### config.mk
export PLATFORM = sky130hd
export DESIGN_NAME = jspc_front
export DESIGN_NICKNAME = d
export VERILOG_FILES = /design/src/hdl/jspc_pkg.sv /design/src/hdl/jspc_front.sv
export SDC_FILE = /design/constraint.sdc
export NUM_CORES = 2
export LEC_CHECK = 0
export ABC_AREA = 1
export ABC_CLOCK_PERIOD_IN_PS = 8670
export BUFFER_PORTS_ARGS = -buffer_cell sky130_fd_sc_hd__buf_2
export CORE_MARGIN = 2
export CORE_UTILIZATION = 40
export DETAILED_ROUTE_END_ITERATION = 10
export GPL_TIMING_DRIVEN = 0
export PLACE_DENSITY = 0.66
export SLEW_MARGIN = 20
export SYNTH_ARGS = -nofsm -noshare
export SYNTH_HDL_FRONTEND = slang
export SYNTH_SLANG_ARGS = --single-unit
### constraint.sdc
create_clock -name clk -period 8.67 [get_ports clk]
set_input_delay 1.3005 -clock clk [delete_from_list [all_inputs] [get_ports clk]]
set_output_delay 1.3005 -clock clk [all_outputs]
set_load 0.02 [all_outputs]
### src/hdl/jspc_pkg.sv
// Shared types and constants for the Julia-set pixel colorizer.
// Depends on nothing; used by the front end, the item queue and the iteration engine.
package jspc_pkg;

    localparam int FRAC_BITS = 28;
    localparam int STEP_W    = 31;
    localparam int C_W       = 32;
    localparam int PIX_W     = 10;
    localparam int COUNT_W   = 9;
    localparam int COLOR_W   = 8;
    localparam int CFG_IDX_W = 3;
    localparam int CFG_DATA_W = 32;

    // Start points inside +/-4.0 fit here; anything outside escapes at once.
    localparam int ZW = FRAC_BITS + 3;

    localparam logic [CFG_IDX_W-1:0] CFG_X_STEP    = 3'd0;
    localparam logic [CFG_IDX_W-1:0] CFG_Y_STEP    = 3'd1;
    localparam logic [CFG_IDX_W-1:0] CFG_HALF_SPAN = 3'd2;
    localparam logic [CFG_IDX_W-1:0] CFG_C_REAL    = 3'd3;
    localparam logic [CFG_IDX_W-1:0] CFG_C_IMAG    = 3'd4;

    typedef struct packed {
        logic                 far;
        logic signed [ZW-1:0] z_re;
        logic signed [ZW-1:0] z_im;
    } item_t;

endpackage

### src/hdl/jspc_front.sv
// Front end: takes a pixel, maps it to its start point and classifies it.
// Depends on jspc_pkg; feeds jspc_fifo.
module jspc_front
(
    input  logic                                clk,
    input  logic                                rst_n,
    input  logic                                start,
    output logic                                busy,
    input  logic [jspc_pkg::PIX_W-1:0]          pixel_x,
    input  logic [jspc_pkg::PIX_W-1:0]          pixel_y,
    input  logic [jspc_pkg::STEP_W-1:0]         x_step,
    input  logic [jspc_pkg::STEP_W-1:0]         y_step,
    input  logic [jspc_pkg::STEP_W-1:0]         half_span,
    input  logic                                q_full,
    output logic                                q_push,
    output jspc_pkg::item_t                     q_item
);

    localparam int MW  = jspc_pkg::STEP_W + jspc_pkg::PIX_W;
    localparam int SPW = MW + 1;
    localparam int ZW  = jspc_pkg::ZW;

    logic              hold_reg;
    logic [MW-1:0]     xprod_reg;
    logic [MW-1:0]     yprod_reg;
    logic signed [SPW-1:0] sx;
    logic signed [SPW-1:0] sy;
    logic              far_x;
    logic              far_y;

    assign busy   = hold_reg;
    assign q_push = hold_reg && !q_full;

    always_ff @(posedge clk or negedge rst_n)
    begin
        if (!rst_n)
        begin
            hold_reg <= 1'b0;
        end
        else if (start && !hold_reg)
        begin
            hold_reg <= 1'b1;
        end
        else if (q_push)
        begin
            hold_reg <= 1'b0;
        end
    end

    always_ff @(posedge clk)
    begin
        if (start && !hold_reg)
        begin
            xprod_reg <= MW'(x_step) * MW'(pixel_x);
            yprod_reg <= MW'(y_step) * MW'(pixel_y);
        end
    end

    always_comb
    begin
        sx = $signed({1'b0, xprod_reg}) - $signed(SPW'(half_span));
        sy = $signed({1'b0, yprod_reg}) - $signed(SPW'(half_span));
        // outside +/-4.0 the first squaring lands beyond the escape box
        far_x = sx[SPW-1:ZW-1] != {(SPW - ZW + 1){sx[ZW-1]}};
        far_y = sy[SPW-1:ZW-1] != {(SPW - ZW + 1){sy[ZW-1]}};
        q_item.far  = far_x || far_y;
        q_item.z_re = $signed(sx[ZW-1:0]);
        q_item.z_im = $signed(sy[ZW-1:0]);
    end

endmodule

==> flow_summary.ini <==
[status]
run_status = finished, final reports clean

[logic_synthesis]
synthCells = 3949
ys_ff_latch = 83
avgSynthCellArea_um2 = 7.13
synth.cell_area_um2 = 28200
ys.flop_type = sky130_fd_sc_hd__edfxtp_1
yosysSeqAreaShare_pct = 8.83
syn-num-nets = 4742
ys.warnings.count = 0
async_flop_share_pct = 1.20
synth-edff-count = 82
synth.distinct_cells = 42

[floorplan]
floorplan.io_pins = 182
chipHeight_um = 269
die_w_um = 269
rows = 97
floorplan.die_area_um2 = 72600
floorplan.initialDensity_pct = 40.3
fp.coreArea_um2 = 69900

[clocking]
clock-sinks = 83
clock_tree.buffer_depth = 2
cts_max_level = 3
cts_inserted_buffers = 9
hold_buffers = 0
cts-resized-gates = 0
cell_at_the_root_of_the_clock_tree = sky130_fd_sc_hd__clkbuf_16
tritoncts_clock_tree = built
clock_transition_at_the_registers_of_the_reported_paths_ns = 0.07
clk_latency_ns = 0.36
cts_setup_buffers = 0

[critical_path]
cp_common_cell = sky130_fd_sc_hd__nand2_1
worstPathCellList = buf_2, clkbuf_1, nand2_1, inv_1, fa_1, fa_1, fa_1, fa_1, inv_1, fa_1, inv_1, ha_1, a21oi_1, o21ai_0, a21oi_1, o21a_1, nand2_1, a21oi_1, o21ai_1, nand2_1, nand2_1, nand2_1, nand2_1
path_max_fanout = 10
required_ns = 8.79
setup.worst_path.class = primary input to flip-flop
crit_path_slowest_cell = sky130_fd_sc_hd__clkbuf_1
largest_stage_delay_on_the_critical_path_ns = 0.77
crit_path_start_kind = primary input
crit_path_end_kind = flip-flop
arrival_time_reported_for_the_critical_path_endpoint_ns = 6.79

[routing]
detailroute.via_count = 24600
routed_antenna_nets = 0
drt_iter0_markers = 1636
drt_wl_total_um = 85500
drc_errors = 0
route.detailed.vias_per_inst = 4.88
drt_pre_antenna_iters = 5
routed_len_inst_um = 17.0

[power]
power.switching_w = 0.00757
power.density_nw_per_um2 = 424
net_sw_share_pct = 58.7
intPower_w = 0.00532
comb_power_share_pct = 87.4
power.sequential.fraction_pct = 9.1
peakVddDrop_mv = 0.234
static-leakage-power_nw = 17.9
power.share.clock_pct = 3.5

[timing]
fin_tns_setup_ns = 0
maxClockFrequency_mhz = 150
finalWorstPathRequiredPeriod_ns = 6.67
final_max_slew_viol_count = 0
final-hold-violation-count = 0
worst_clock_skew_ns = 0.0120
max_slew.worst_pin.slew_ns = 1.03
final_min_period_over_clock_period_pct = 76.9
rel_slew_slack_pct = 31.1
grt_setup_unrepaired = false
timing.hold.ws_ns = 0.603
finalSetupViolCount = 0
post-route-worst-setup-slack_ns = 2.00

[flow_run]
drv.max_cap_violation_count = 0

[layout]
design.final.nets = 4875
layout_cells_sized_above_1_pct = 5.53
layout.filler_cells = 7350
syn2layout_area_growth_pct = 7.83

[global_route]
antenna_found_initial = 9
grt.total_usage_pct = 23.7
first_global_vias = 24900
grt_overflow = 0
grt_pass1_wl_um = 136000
grt_max_degree = 31

[placement]
gp_routability_congestion = 0.986
dpl_ws_ns = 1.70
numPortBuffers = 119
hpwl_um = 73400

[hold_path]
hold_path_class = flip-flop to flip-flop
## cell usage in the layout, fill, tap and decap left out, types with 86 or more instances in the layout
cell type and count:
sky130_fd_sc_hd__fa_1 462, sky130_fd_sc_hd__buf_2 119, sky130_fd_sc_hd__clkbuf_1 121, sky130_fd_sc_hd__inv_1 1038, sky130_fd_sc_hd__ha_1 214, sky130_fd_sc_hd__nor2_1 191
sky130_fd_sc_hd__nand2_1 1174, sky130_fd_sc_hd__a21oi_1 139, sky130_fd_sc_hd__xor2_1 86
## cell families after synthesis
kind of cell             Yosys count  share of synthesized area, %
XOR/XNOR                         133                          4.13
AO/OA/AOI/OAI                    307                          6.20
adder cells (fa/ha/maj)          676                          42.3
buffers and inverters           1165                          15.5
flip-flops                        83                          8.83
AND/OR/NAND/NOR                 1585                          23.0
## worst max-delay path, delay by kind of cell
family                     cells  cell delay (ns)
AOI/OAI and AO/OA              6             1.07
adders and majority gates      6             2.80
buffers and inverters          5             1.11
and+or+nand+nor                6             0.49
## routing by layer
layer | track usage, % | part of all wire (%) | routed length (um) | up-vias
met4 | 9.05 | 4.0 | 3390 | 6
met2 | 38.0 | 45 | 38500 | 834
met1 | 32.9 | 44 | 37800 | 11700
met3 | 2.86 | 6.7 | 5770 | 130
met5 | 0 | 0.040 | 34 | -
li1 | - | - | - | 11900
## final timing paths
check                                     end  slack (ns)       start  depth (start not counted)
worst max-delay path            xprod_reg[38]        2.00  pixel_x[4]                         23
worst min-delay path                     busy        0.60        busy                          2
worst max register to register  yprod_reg[22]        7.36        busy                          3
worst min register to register           busy        0.60        busy                          2
max in group asynchronous                busy        7.89       rst_n                          1
min in group asynchronous                busy        0.70       rst_n                          1
## power groups by stage
stage | clock network, W | registers (W) | logic, W
6_report | 0.000457 | 0.00117 | 0.0113
5_1_grt | 0.000480 | 0.00118 | 0.0127
4_1_cts | 0.000465 | 0.00116 | 0.0112
3_5_place_dp | 0 | 0.00117 | 0.0111
3_3_place_gp | 0 | 0.00118 | 0.0111
2_1_floorplan | 0 | 0.00112 | 0.00810
## area by class of cell
type	count	area (um2)	share of cell area, %
Buffer	122	458	1.51
Clock inverter	7	128	0.420
Sequential cell	83	2490	8.19
Multi-Input combinational cell	2701	21300	70.2
Antenna cell	6	15.0	0.0494
Timing Repair Buffer	122	656	2.16
Tap cell	940	1180	3.87
Clock buffer	9	225	0.741
Inverter	1043	3920	12.9
## stage by stage
step | cell area, um2 | std cells | total power (W) | utilization [%]
after global placement | 29900 | 5008 | 0.0122 | 42.8
after detailed placement | 30000 | 5011 | 0.0123 | 42.9
after floorplan | 28200 | 3949 | 0.00922 | -
after CTS | 30400 | 5027 | 0.0128 | 43.4
after global routing | 30400 | 5033 | 0.0144 | 43.5
final | 30400 | 5033 | 0.0129 | 43.5
## Yosys cell counts (all sizes together) (6+ instances only)
cell	n	area share (%)
edfxtp	82	8.7
nand4	15	0.33
a31oi	34	0.78
ha	214	9.5
nor3	27	0.52
nor2	212	3.1
nand3b	6	0.16
clkbuf	121	1.6
nand2	1206	16
nor4	17	0.40
o21a	10	0.27
a21oi	145	2.7
inv	1043	14
o21ai	83	1.5
a21o	17	0.45
xnor2	47	1.5
fa	462	33
nand3	97	2.0
xor2	86	2.7
o21bai	8	0.23
Note: power is estimated with default switching activity, not from simulation.
