===== src/hdl/jspc_pkg.sv =====
// Shared types and constants for the Julia-set pixel colorizer.
// Depends on nothing; used by the front end, the item queue and the iteration engine.
package jspc_pkg;

    localparam int FRAC_BITS = 28;
    localparam int STEP_W    = 31;
    localparam int C_W       = 32;
    localparam int PIX_W     = 10;
    localparam int COUNT_W   = 9;
    localparam int COLOR_W   = 8;
    localparam int CFG_IDX_W = 3;
    localparam int CFG_DATA_W = 32;

    // Start points inside +/-4.0 fit here; anything outside escapes at once.
    localparam int ZW = FRAC_BITS + 3;

    localparam logic [CFG_IDX_W-1:0] CFG_X_STEP    = 3'd0;
    localparam logic [CFG_IDX_W-1:0] CFG_Y_STEP    = 3'd1;
    localparam logic [CFG_IDX_W-1:0] CFG_HALF_SPAN = 3'd2;
    localparam logic [CFG_IDX_W-1:0] CFG_C_REAL    = 3'd3;
    localparam logic [CFG_IDX_W-1:0] CFG_C_IMAG    = 3'd4;

    typedef struct packed {
        logic                 far;
        logic signed [ZW-1:0] z_re;
        logic signed [ZW-1:0] z_im;
    } item_t;

endpackage


===== src/hdl/jspc_fifo.sv =====
// Short item queue between the front end and the iteration engine.
// Depends on jspc_pkg for the item type.
module jspc_fifo #(
    parameter int DEPTH = 2
)
(
    input  logic            clk,
    input  logic            rst_n,
    input  logic            push,
    input  jspc_pkg::item_t item_in,
    output logic            full,
    input  logic            pop,
    output logic            empty,
    output jspc_pkg::item_t item_out
);

    localparam int AW = $clog2(DEPTH);
    localparam int NW = $clog2(DEPTH + 1);
    localparam logic [AW-1:0] LAST_PTR = AW'(DEPTH - 1);
    localparam logic [NW-1:0] FULL_CNT = NW'(DEPTH);

    jspc_pkg::item_t slot_reg [DEPTH];
    logic [AW-1:0]   wr_ptr_reg;
    logic [AW-1:0]   rd_ptr_reg;
    logic [NW-1:0]   count_reg;

    assign full     = count_reg == FULL_CNT;
    assign empty    = count_reg == '0;
    assign item_out = slot_reg[rd_ptr_reg];

    always_ff @(posedge clk or negedge rst_n)
    begin
        if (!rst_n)
        begin
            wr_ptr_reg <= '0;
            rd_ptr_reg <= '0;
            count_reg  <= '0;
        end
        else
        begin
            if (push)
            begin
                wr_ptr_reg <= (wr_ptr_reg == LAST_PTR) ? '0 : wr_ptr_reg + AW'(1);
            end
            if (pop)
            begin
                rd_ptr_reg <= (rd_ptr_reg == LAST_PTR) ? '0 : rd_ptr_reg + AW'(1);
            end
            if (push && !pop)
            begin
                count_reg <= count_reg + NW'(1);
            end
            else if (pop && !push)
            begin
                count_reg <= count_reg - NW'(1);
            end
        end
    end

    always_ff @(posedge clk)
    begin
        if (push)
        begin
            slot_reg[wr_ptr_reg] <= item_in;
        end
    end

endmodule


===== config.mk =====
export PLATFORM = sky130hd
export DESIGN_NAME = jspc_fifo
export DESIGN_NICKNAME = d
export VERILOG_FILES = /design/src/hdl/jspc_pkg.sv /design/src/hdl/jspc_fifo.sv
export SDC_FILE = /design/constraint.sdc
export NUM_CORES = 1
export LEC_CHECK = 0
export ABC_AREA = 1
export BUFFER_PORTS_ARGS = -buffer_cell sky130_fd_sc_hd__buf_2
export CORE_MARGIN = 1
export CORE_UTILIZATION = 50
export DETAILED_ROUTE_END_ITERATION = 10
export PLACE_DENSITY = 0.76
export SLEW_MARGIN = 20
export SYNTH_ARGS = -nofsm -noshare
export SYNTH_HDL_FRONTEND = slang
export SYNTH_SLANG_ARGS = --single-unit

===== constraint.sdc =====
create_clock -name clk -period 4.2 [get_ports clk]
set_clock_uncertainty 0.2 [all_clocks]
set_input_delay 0.42 -clock clk [delete_from_list [all_inputs] [get_ports clk]]
set_output_delay 0.42 -clock clk [all_outputs]
set_load 0.02 [all_outputs]

==> results of run 1 <==
[cell families after synthesis]
kind of cell  synth area share [%]
flops                         76.9
mux                           18.4
buf+inv                       3.12
simple gates                 0.817
xor+xnor                     0.520
fa+ha+maj                    0.248
[repair_timing]
item	CTS	global route
setup endpoints to repair	0	0
hold buffers	66	0
buffers inserted	0	0
hold endpoints to repair	132	0
[layout by cell type (no fill, tap or decap), types with 2 or more instances in the layout]
cell type	n
dfrtp_1	3
mux2_2	4
clkinv_1	2
buf_4	2
buf_2	131
bufinv_16	3
nor2_1	2
nand2_1	5
dlygate4sd3_1	66
inv_1	6
edfxtp_1	126
mux2_4	59
clkinv_2	3
clkinvlp_4	6
xor2_1	2
clkbuf_16	16
[cell type report]
class / count / area, um2 / area share, %
tap: 133 / 166 / 2.37
sequential: 130 / 3890 / 55.3
multi-input combinational: 77 / 1020 / 14.5
inverter: 7 / 26.3 / 0.374
clock inverter: 15 / 166 / 2.37
timing repair buffer: 200 / 1350 / 19.2
clock buffer: 17 / 414 / 5.89
[metal layers]
layer,vias up,global-route usage (%),wire [um]
met4,0,6.92,108
met2,101,30.9,4800
li1,1282,-,-
met3,10,5.76,460
met5,-,0,0
met1,1338,17.9,3530
[per-stage QoR]
stage / instances / total power, uW / utilization [%] / cell area (um2)
floorplan: 221 / 3050 / - / 5050
global placement: 480 / 3320 / 59.0 / 5770
detailed placement: 481 / 3350 / 59.2 / 5790
CTS: 579 / 4810 / 71.9 / 7030
global route: 579 / 4970 / 71.9 / 7030
finish: 579 / 4760 / 71.9 / 7030
[power by group through the flow]
stage	Clock [uW]	Combinational [uW]	Sequential (uW)
floorplan	0	1240	1820
global placement	0	1340	1980
detailed placement	0	1430	1920
CTS	1430	1480	1900
global route	1490	1560	1920
finish	1400	1460	1890
[worst register-to-register path: stages, from the launching register on]
cell and delay [ns]:
dfrtp_1 0.43, nor2_4 0.55, buf_4 0.60
[cell usage after synthesis (all sizes together)]
cell type,count
nor2,3
mux2,63
nand4,1
dfrtp,4
inv,7
nand3,1
edfxtp,126
ha,1
xor2,2
xnor2,1
nand2,5
buf,7
[worst max path at each step]
| stage | startpoint | end | slack (ns) |
|---|---|---|---|
| 2_1_floorplan | push | slot_reg[0][0]$_DFFE_PP_ | 0.41 |
| 3_3_place_gp | rd_ptr_reg$_DFFE_PN0P_ | item_out[48] | 1.77 |
| 3_5_place_dp | push | slot_reg[0][37]$_DFFE_PP_ | 1.82 |
| 4_1_cts | rd_ptr_reg$_DFFE_PN0P_ | item_out[42] | 1.32 |
| 5_1_grt | rd_ptr_reg$_DFFE_PN0P_ | item_out[42] | 1.25 |
| 6_report | rd_ptr_reg$_DFFE_PN0P_ | item_out[42] | 1.37 |
==> run summary, run 1 <==
Wire per inst: 15.4 um
PwrDens: 677 nW/um2
Layout cells sized above 1: 51.6%
Die span in y: 103 um
Comb pwr share: 30.8%
Worst hold slack: 0.0692 ns
Fmax: 353 MHz
IO Count: 132
Max reg flops: 126
Tmin final: 2.83 ns
CTS tree: built
Crit-path cells: buf_12 -> mux2_2 -> buf_2
Worst EP arrival: 2.21 ns
Vias in the first global route: 2837
TritonRoute pass-1 iters: 4
Mapped Cells: 221
Actual slew at the worst max-slew pin: 0.901 ns
All-Layer GR Usage: 17.0%
WL final: 8900 um
1st-iter DRT viols: 97
Pint: 3330 uW
RSZ-0062 raised after global routing: false
Crit Reg-Reg Startpoint: wr_ptr_reg$_DFFE_PN0P_
Clock-pin transition on the worst setup and hold timing paths: 0.06 ns
Syn avg cell area: 22.9 um2
Initial antenna violation count: 0
Clock share of power: 29.4%
Seq pwr share: 39.8%
Slew Limit Fails: 0
Cts repair resizes: 0
Worst skew pair latency: 0.50 ns
Synth Warn #: 0
Slew headroom: 39.8%
# diodes: 0
Reg2reg path depth: 2
# setup viols final: 0
Row cnt: 36
Setup crit start kind: flop
Worst path buffer plus inverter count: 2
CTS root buf: clkbuf_8
Status: finished clean
Cell family with most CP delay: flip-flops
Core box area: 9770 um2
Worst IR Drop VDD: 0.000514 V
Flop-to-flop setup slack: 2.03 ns
Fin crit share: 67.4%
Total CTS buffers: 17
Clk sinks: 130
Die W: 103 um
FF-to-FF End: slot_reg[0][34]$_DFFE_PP_
CP Class: reg2out
Slowest cell delay on critical path: 0.86 ns
First-pass GRT wire length: 12700 um
Via-per-instance ratio: 4.72
Clock tree buffer depth: 2
Layout Area Growth over Synthesis: 39.2%
Syn_nets: 289
Initial Utilization: 51.7%
Filler cell count: 620
Hold/Removal Path Class: in2async
Critical path endpoint category: output pin
PnR worst setup slack: 1.37 ns
Largest net degree at the start of global routing: 43
Die area: 10500 um2
Crit path depth: 3
Maximum capacitance violations: 0
Top cell type's share of synthesized area: 74.9%
Sw power: 1430 uW
H-tree levels: 4
Area contributors post-synth: edfxtp_1, mux2_4, buf_12, dfrtp_1, mux2_2
Final net count: 501
DRT antenna net count: 0
Largest area contributor in the synthesized netlist: edfxtp_1
Yosys cell types: 14
CP max-delay cell: dfrtp_4
Worst slack at placement: 1.82 ns
Switching Share: 30.1%
Gpl congestion: 0.650
Remaining DRCs: 0
Total negative setup slack: 0 ns
I/O Buffers: 131
Synthesis-stage register bit count: 130
Total grt overflow: 0
Critical Path Fanout Max: 36
Worst endpoint required time: 3.58 ns
Share of the yosys chip area belonging to registers: 76.9%
Vias: 2731
Post-Syn Area: 5050 um2
LEAKAGE: 0.00288 uW
Final hold viol count: 0
Power figures use the tool's default switching activity.
==> run 2: changes to the inputs <==
==> constraint.sdc (replaced) <==
create_clock -name clk -period 2.65 [get_ports clk]
set_clock_uncertainty 0.2 [all_clocks]
set_input_delay 0.265 -clock clk [delete_from_list [all_inputs] [get_ports clk]]
set_output_delay 0.265 -clock clk [all_outputs]
set_load 0.02 [all_outputs]
==> run summary, run 2 (synthesized netlist as in run 1, its figures left out) <==
Worst slack at placement: 0.540 ns (-1.28 ns)
Reg2reg path depth: 3 (+1)
Placement Cell Area: 5830 um2 (+0.73%)
Setup crit start kind: flop
Clk sinks: 130 (unchanged)
CTS tree: built
# setup viols final: 0 (unchanged)
Die W: 103 um (unchanged)
Worst IR Drop VDD: 0.000523 V (+1.8%)
Initial Utilization: 51.7% (unchanged)
Die span in y: 103 um (unchanged)
Worst hold slack: 0.280 ns (+0.211 ns)
RSZ-0062 raised after global routing: false
Fmax: 409 MHz
Via-per-instance ratio: 4.76 (+0.90%)
Met1 Use GR: 20.7% (+2.8 points)
Post-route cell area: 7110 um2 (+1.2%)
Met2 Resource Use GR: 32.4% (+1.4 points)
PnR worst setup slack: 0.205 ns (-1.16 ns)
1st-iter DRT viols: 69 (-29%)
Gpl congestion: 0.632 (-2.7%)
All-Layer GR Usage: 18.4% (+1.4 points)
Highest-count cells in the layout ignoring fill and taps: buf_2, edfxtp_1, dlygate4sd3_1
CTS root buf: clkbuf_8
Row cnt: 36 (unchanged)
Hold/Removal Path Class: in2reg
Worst skew pair latency: 0.50 ns (about the same)
Vias in the first global route: 2799 (-1.3%)
CP Class: reg2out
Status: finished clean
Tmin final: 2.44 ns
Slew Limit Fails: 0 (unchanged)
Die area: 10500 um2 (unchanged)
GR peak layer: met2
Clock tree buffer depth: 2 (unchanged)
Dpl hpwl: 5480 um
GR Util met3: 5.90% (+0.14 points)
Maximum capacitance violations: 0 (unchanged)
I/O Buffers: 131 (unchanged)
Total CTS buffers: 17 (unchanged)
IO Count: 132 (unchanged)
Layout cells sized above 1: 52.2% (+0.64 points)
Max reg flops: 126 (unchanged)
Core box area: 9770 um2 (unchanged)
Slew headroom: 65.9% (+26 points)
Largest net degree at the start of global routing: 39 (-9.3%)
# diodes: 0 (unchanged)
Remaining DRCs: 0 (unchanged)
Vias: 2784 (+1.9%)
Wire per inst: 16.1 um (+4.8%)
TritonRoute pass-1 iters: 4 (unchanged)
LEAKAGE: 0.00294 uW (+1.9%)
Actual slew at the worst max-slew pin: 0.511 ns (-0.390 ns)
Total grt overflow: 0 (unchanged)
Worst endpoint required time: 2.18 ns (-1.40 ns)
WL final: 9430 um (+5.9%)
Worst EP arrival: 1.98 ns (-0.23 ns)
Clock-pin transition on the worst setup and hold timing paths: 0.06 ns (about the same)
Critical path endpoint category: output pin
Final hold viol count: 0 (unchanged)
First-pass GRT wire length: 13800 um (+8.3%)
Filler cell count: 641 (+3.4%)
DRT antenna net count: 0 (unchanged)
Total negative setup slack: 0 ns (unchanged)
Critical Path Fanout Max: 16 (-56%)
Hold Path Stages: 2
Final net count: 507 (+1.2%)
Commonest non-fill, non-tap cell in the layout: buf_2
Layout Area Growth over Synthesis: 40.8%
Initial antenna violation count: 0 (unchanged)
PwrDens: 1080 nW/um2 (+60%)
Fin crit share: 92.3%
H-tree levels: 4 (unchanged)
run 2: critical path: stages (launching register included):
cell     delay (ns)
dfrtp_4        0.64
buf_4          0.31
mux2_2         0.36
buf_2          0.16
run 2: metal layers:
layer | part of all wire (%) | wire length [um]
met1 | 40 | 3780
met4 | 1.6 | 148
met2 | 53 | 5010
met5 | 0 | 0
met3 | 5.2 | 486
run 2: per-stage QoR:
stage	total power [uW]	util (%)	instances
floorplan	4830	-	221
global placement	5300	59.7	485
detailed placement	5350	59.7	485
CTS	7740	72.8	585
global route	8010	72.8	585
finish	7690	72.8	585
run 2: final cells by class:
class	instances	area, um2	area share (%)
clock buffer	18	418	5.88
timing repair buffer	206	1430	20.1
clock inverter	14	164	2.30
sequential	130	3890	54.7
multi-input combinational	77	1020	14.3
inverter	7	26.3	0.369
tap	133	166	2.34
run 2: path summary, 6_finish.rpt:
path / start / endpoint / slack, ns
hold reg to reg: wr_ptr_reg$_DFFE_PN0P_ / wr_ptr_reg$_DFFE_PN0P_ / 0.34
hold / removal: item_in[40] / slot_reg[0][40]$_DFFE_PP_ / 0.28
max in group asynchronous: rst_n / rd_ptr_reg$_DFFE_PN0P_ / 1.61
min in group asynchronous: rst_n / count_reg[1]$_DFFE_PN0P_ / 0.44
setup / recovery: rd_ptr_reg$_DFFE_PN0P_ / item_out[48] / 0.21
setup reg to reg: wr_ptr_reg$_DFFE_PN0P_ / slot_reg[1][57]$_DFFE_PP_ / 1.02
run 2: timing repair:
| item | CTS | global route |
|---|---|---|
| setup buffers | 1 | 0 |
| hold buffers | 67 | 0 |
| setup endpoints to repair | 2 | 0 |
| resized for setup | 0 | 0 |
| endpoints found under the hold margin | 133 | 0 |
run 2: power breakdown:
part / internal [uW] / switching, uW / total, uW / leakage (uW)
Clock: 1430 / 817 / 2240 / 0.000281
Combinational: 1190 / 1320 / 2510 / 0.00143
Sequential: 2740 / 196 / 2930 / 0.00123
Total: 5350 / 2340 / 7690 / 0.00294
==> run 3: changes to the inputs <==
--- a/config.mk
+++ b/config.mk
@@ -7,6 +7,7 @@
 export LEC_CHECK = 0
 export ABC_AREA = 1
 export BUFFER_PORTS_ARGS = -buffer_cell sky130_fd_sc_hd__buf_2
+export CORE_ASPECT_RATIO = 1.1
 export CORE_MARGIN = 1
 export CORE_UTILIZATION = 50
 export DETAILED_ROUTE_END_ITERATION = 10
==> constraint.sdc (replaced) <==
create_clock -name clk -period 2.3 [get_ports clk]
set_clock_uncertainty 0.2 [all_clocks]
set_input_delay 0.23 -clock clk [delete_from_list [all_inputs] [get_ports clk]]
set_output_delay 0.23 -clock clk [all_outputs]
set_load 0.02 [all_outputs]
==> run summary, run 3 (synthesized netlist as in run 1, its figures left out) <==
Fin crit share: 96.5%
End of the worst hold path: slot_reg[0][38]$_DFFE_PP_
Initial antenna violation count: 0 (unchanged)
Worst endpoint required time: 1.87 ns (-0.31 ns)
CP Class: reg2out
Die W: 97.8 um (-4.6%)
Fmax: 450 MHz
Hold Path Stages: 2 (unchanged)
Actual slew at the worst max-slew pin: 0.450 ns (-0.0610 ns)
Row cnt: 38 (+5.6%)
Layout Area Growth over Synthesis: 40.5%
WL final: 9020 um (-4.3%)
Final hold viol count: 0 (unchanged)
Total CTS buffers: 17 (unchanged)
Total grt overflow: 0 (unchanged)
Overall power: 8810 uW (+15%)
Hold/Removal Path Class: in2reg
1st-iter DRT viols: 117 (+70%)
Seq pwr share: 38.0% (-0.2 points)
Worst skew pair latency: 0.51 ns (about the same)
CTS tree: built
Finished Layout Cells: 577 (-1.4%)
Failing checks: DRC
Cell family with most CP delay: flip-flops
CTS root buf: clkbuf_8
All-Layer GR Usage: 18.0% (-0.39 points)
Final net count: 512 (+0.99%)
Commonest non-fill, non-tap cell in the layout: buf_2
Clock-pin transition on the worst setup and hold timing paths: 0.06 ns (about the same)
Worst path buffer plus inverter count: 2 (unchanged)
Crit-path cells: buf_12 -> mux2_2 -> buf_2
Slowest cell delay on critical path: 0.55 ns (-0.09 ns)
Fin util: 72.1% (-0.61 points)
Reg2reg path depth: 3 (unchanged)
Largest net degree at the start of global routing: 35 (-10%)
Clk sinks: 130 (unchanged)
Comb pwr share: 33.4% (+0.7 points)
Gpl congestion: 0.678 (+7.3%)
Slew headroom: 70.0% (+4.1 points)
Critical path endpoint category: output pin
Wire per inst: 15.6 um (-3.0%)
FF-to-FF End: slot_reg[1][5]$_DFFE_PP_
PwrDens: 1240 nW/um2 (+15%)
CP max-delay cell: dfrtp_4
Placed Cells: 474 (-2.3%)
# setup viols final: 0 (unchanged)
RSZ-0062 raised after global routing: false
Setup crit start kind: flop
Max reg flops: 126 (unchanged)
H-tree levels: 4 (unchanged)
Die span in y: 107 um (+4.8%)
Core box area: 9840 um2 (+0.69%)
Switching Share: 29.8% (-0.57 points)
Flop-to-flop setup slack: 0.77 ns (-0.25 ns)
Slew Limit Fails: 0 (unchanged)
Clock share of power: 28.6% (-0.6 points)
Remaining DRCs: 18 (+18)
Layout cells sized above 1: 51.9% (-0.35 points)
Vias: 2752 (-1.1%)
Worst hold slack: 0.238 ns (-0.0422 ns)
Maximum capacitance violations: 0 (unchanged)
First-pass GRT wire length: 13600 um (-1.1%)
# diodes: 0 (unchanged)
Vias in the first global route: 2817 (+0.64%)
Sw power: 2630 uW (+12%)
Initial Utilization: 51.3% (-0.35 points)
LEAKAGE: 0.00296 uW (+0.71%)
Tmin final: 2.22 ns
Crit Reg-Reg Startpoint: wr_ptr_reg$_DFFE_PN0P_
Worst EP arrival: 1.79 ns (-0.19 ns)
Total negative setup slack: 0 ns (unchanged)
IO Count: 132 (unchanged)
Hold Path Origin: item_in[38]
Worst IR Drop VDD: 0.000712 V (+36%)
Via-per-instance ratio: 4.77 (+0.22%)
Critical Path Fanout Max: 18 (+2)
Filler cell count: 597 (-6.9%)
Clock tree buffer depth: 2 (unchanged)
I/O Buffers: 131 (unchanged)
Status: complete, but fails checks
Die area: 10500 um2 (about the same)
Dpl hpwl: 5400 um (-1.3%)
DRT antenna net count: 0 (unchanged)
Highest-count cells in the layout ignoring fill and taps: buf_2, edfxtp_1, dlygate4sd3_1
Pint: 6180 uW (+16%)
TritonRoute pass-1 iters: 7 (+3)
run 3: metal layers:
metal / wire length, um / vias up / share of wire, % / track usage, %
met1: 3690 / 1329 / 41 / 19.6
met5: 0 / - / 0 / 0
li1: - / 1312 / - / -
met3: 455 / 17 / 5.0 / 6.17
met2: 4720 / 94 / 52 / 30.9
met4: 161 / 0 / 1.8 / 9.96
run 3: per-stage QoR:
stage | setup WS [ns] | area (um2)
after detailed placement | 0.407 | 5830
after global routing | 0.00865 | 7100
after floorplan | -0.0112 | 5060
after global placement | 0.425 | 5830
final | 0.0799 | 7100
after CTS | 0.00165 | 7070
run 3: what timing repair did:
action | CTS | global route
endpoints found under the setup margin | 49 | 3
gates resized for setup | 0 | 1
setup buffers | 1 | 3
hold buffers | 67 | 0
hold endpoints to repair | 133 | 0
run 3: worst register-to-register path: stages, from the launching register on:
cell and delay (ns):
dfrtp_1 0.42, nand2_1 0.09, inv_2 0.06, buf_4 0.39
run 3: final cells by class:
class	instances	area (um2)	share of cell area, %
repair buffers	211	1460	20.5
well taps	120	150	2.11
inverters	7	26.3	0.370
clock buffers	17	414	5.83
flip-flops and latches	130	3890	54.7
multi-input cells	77	1020	14.3
clock inverters	15	148	2.08
run 3: worst max-delay path by stage:
stage,start,end,slack [ns],cells after the start
floorplan,wr_ptr_reg$_DFFE_PN0P_,slot_reg[1][0]$_DFFE_PP_,-0.01,2
global placement,rd_ptr_reg$_DFFE_PN0P_,item_out[48],0.42,3
detailed placement,rd_ptr_reg$_DFFE_PN0P_,item_out[48],0.41,3
CTS,rd_ptr_reg$_DFFE_PN0P_,item_out[48],0.002,3
global route,rd_ptr_reg$_DFFE_PN0P_,item_out[42],0.009,3
finish,rd_ptr_reg$_DFFE_PN0P_,item_out[42],0.08,3
run 3: power groups by stage:
stage	combinational (uW)	clock (uW)	sequential, uW
final	2940	2520	3350
after global routing	3110	2670	3390
after CTS	2920	2570	3350
after detailed placement	2740	0	3440
after global placement	2730	0	3410
after floorplan	2260	0	3300
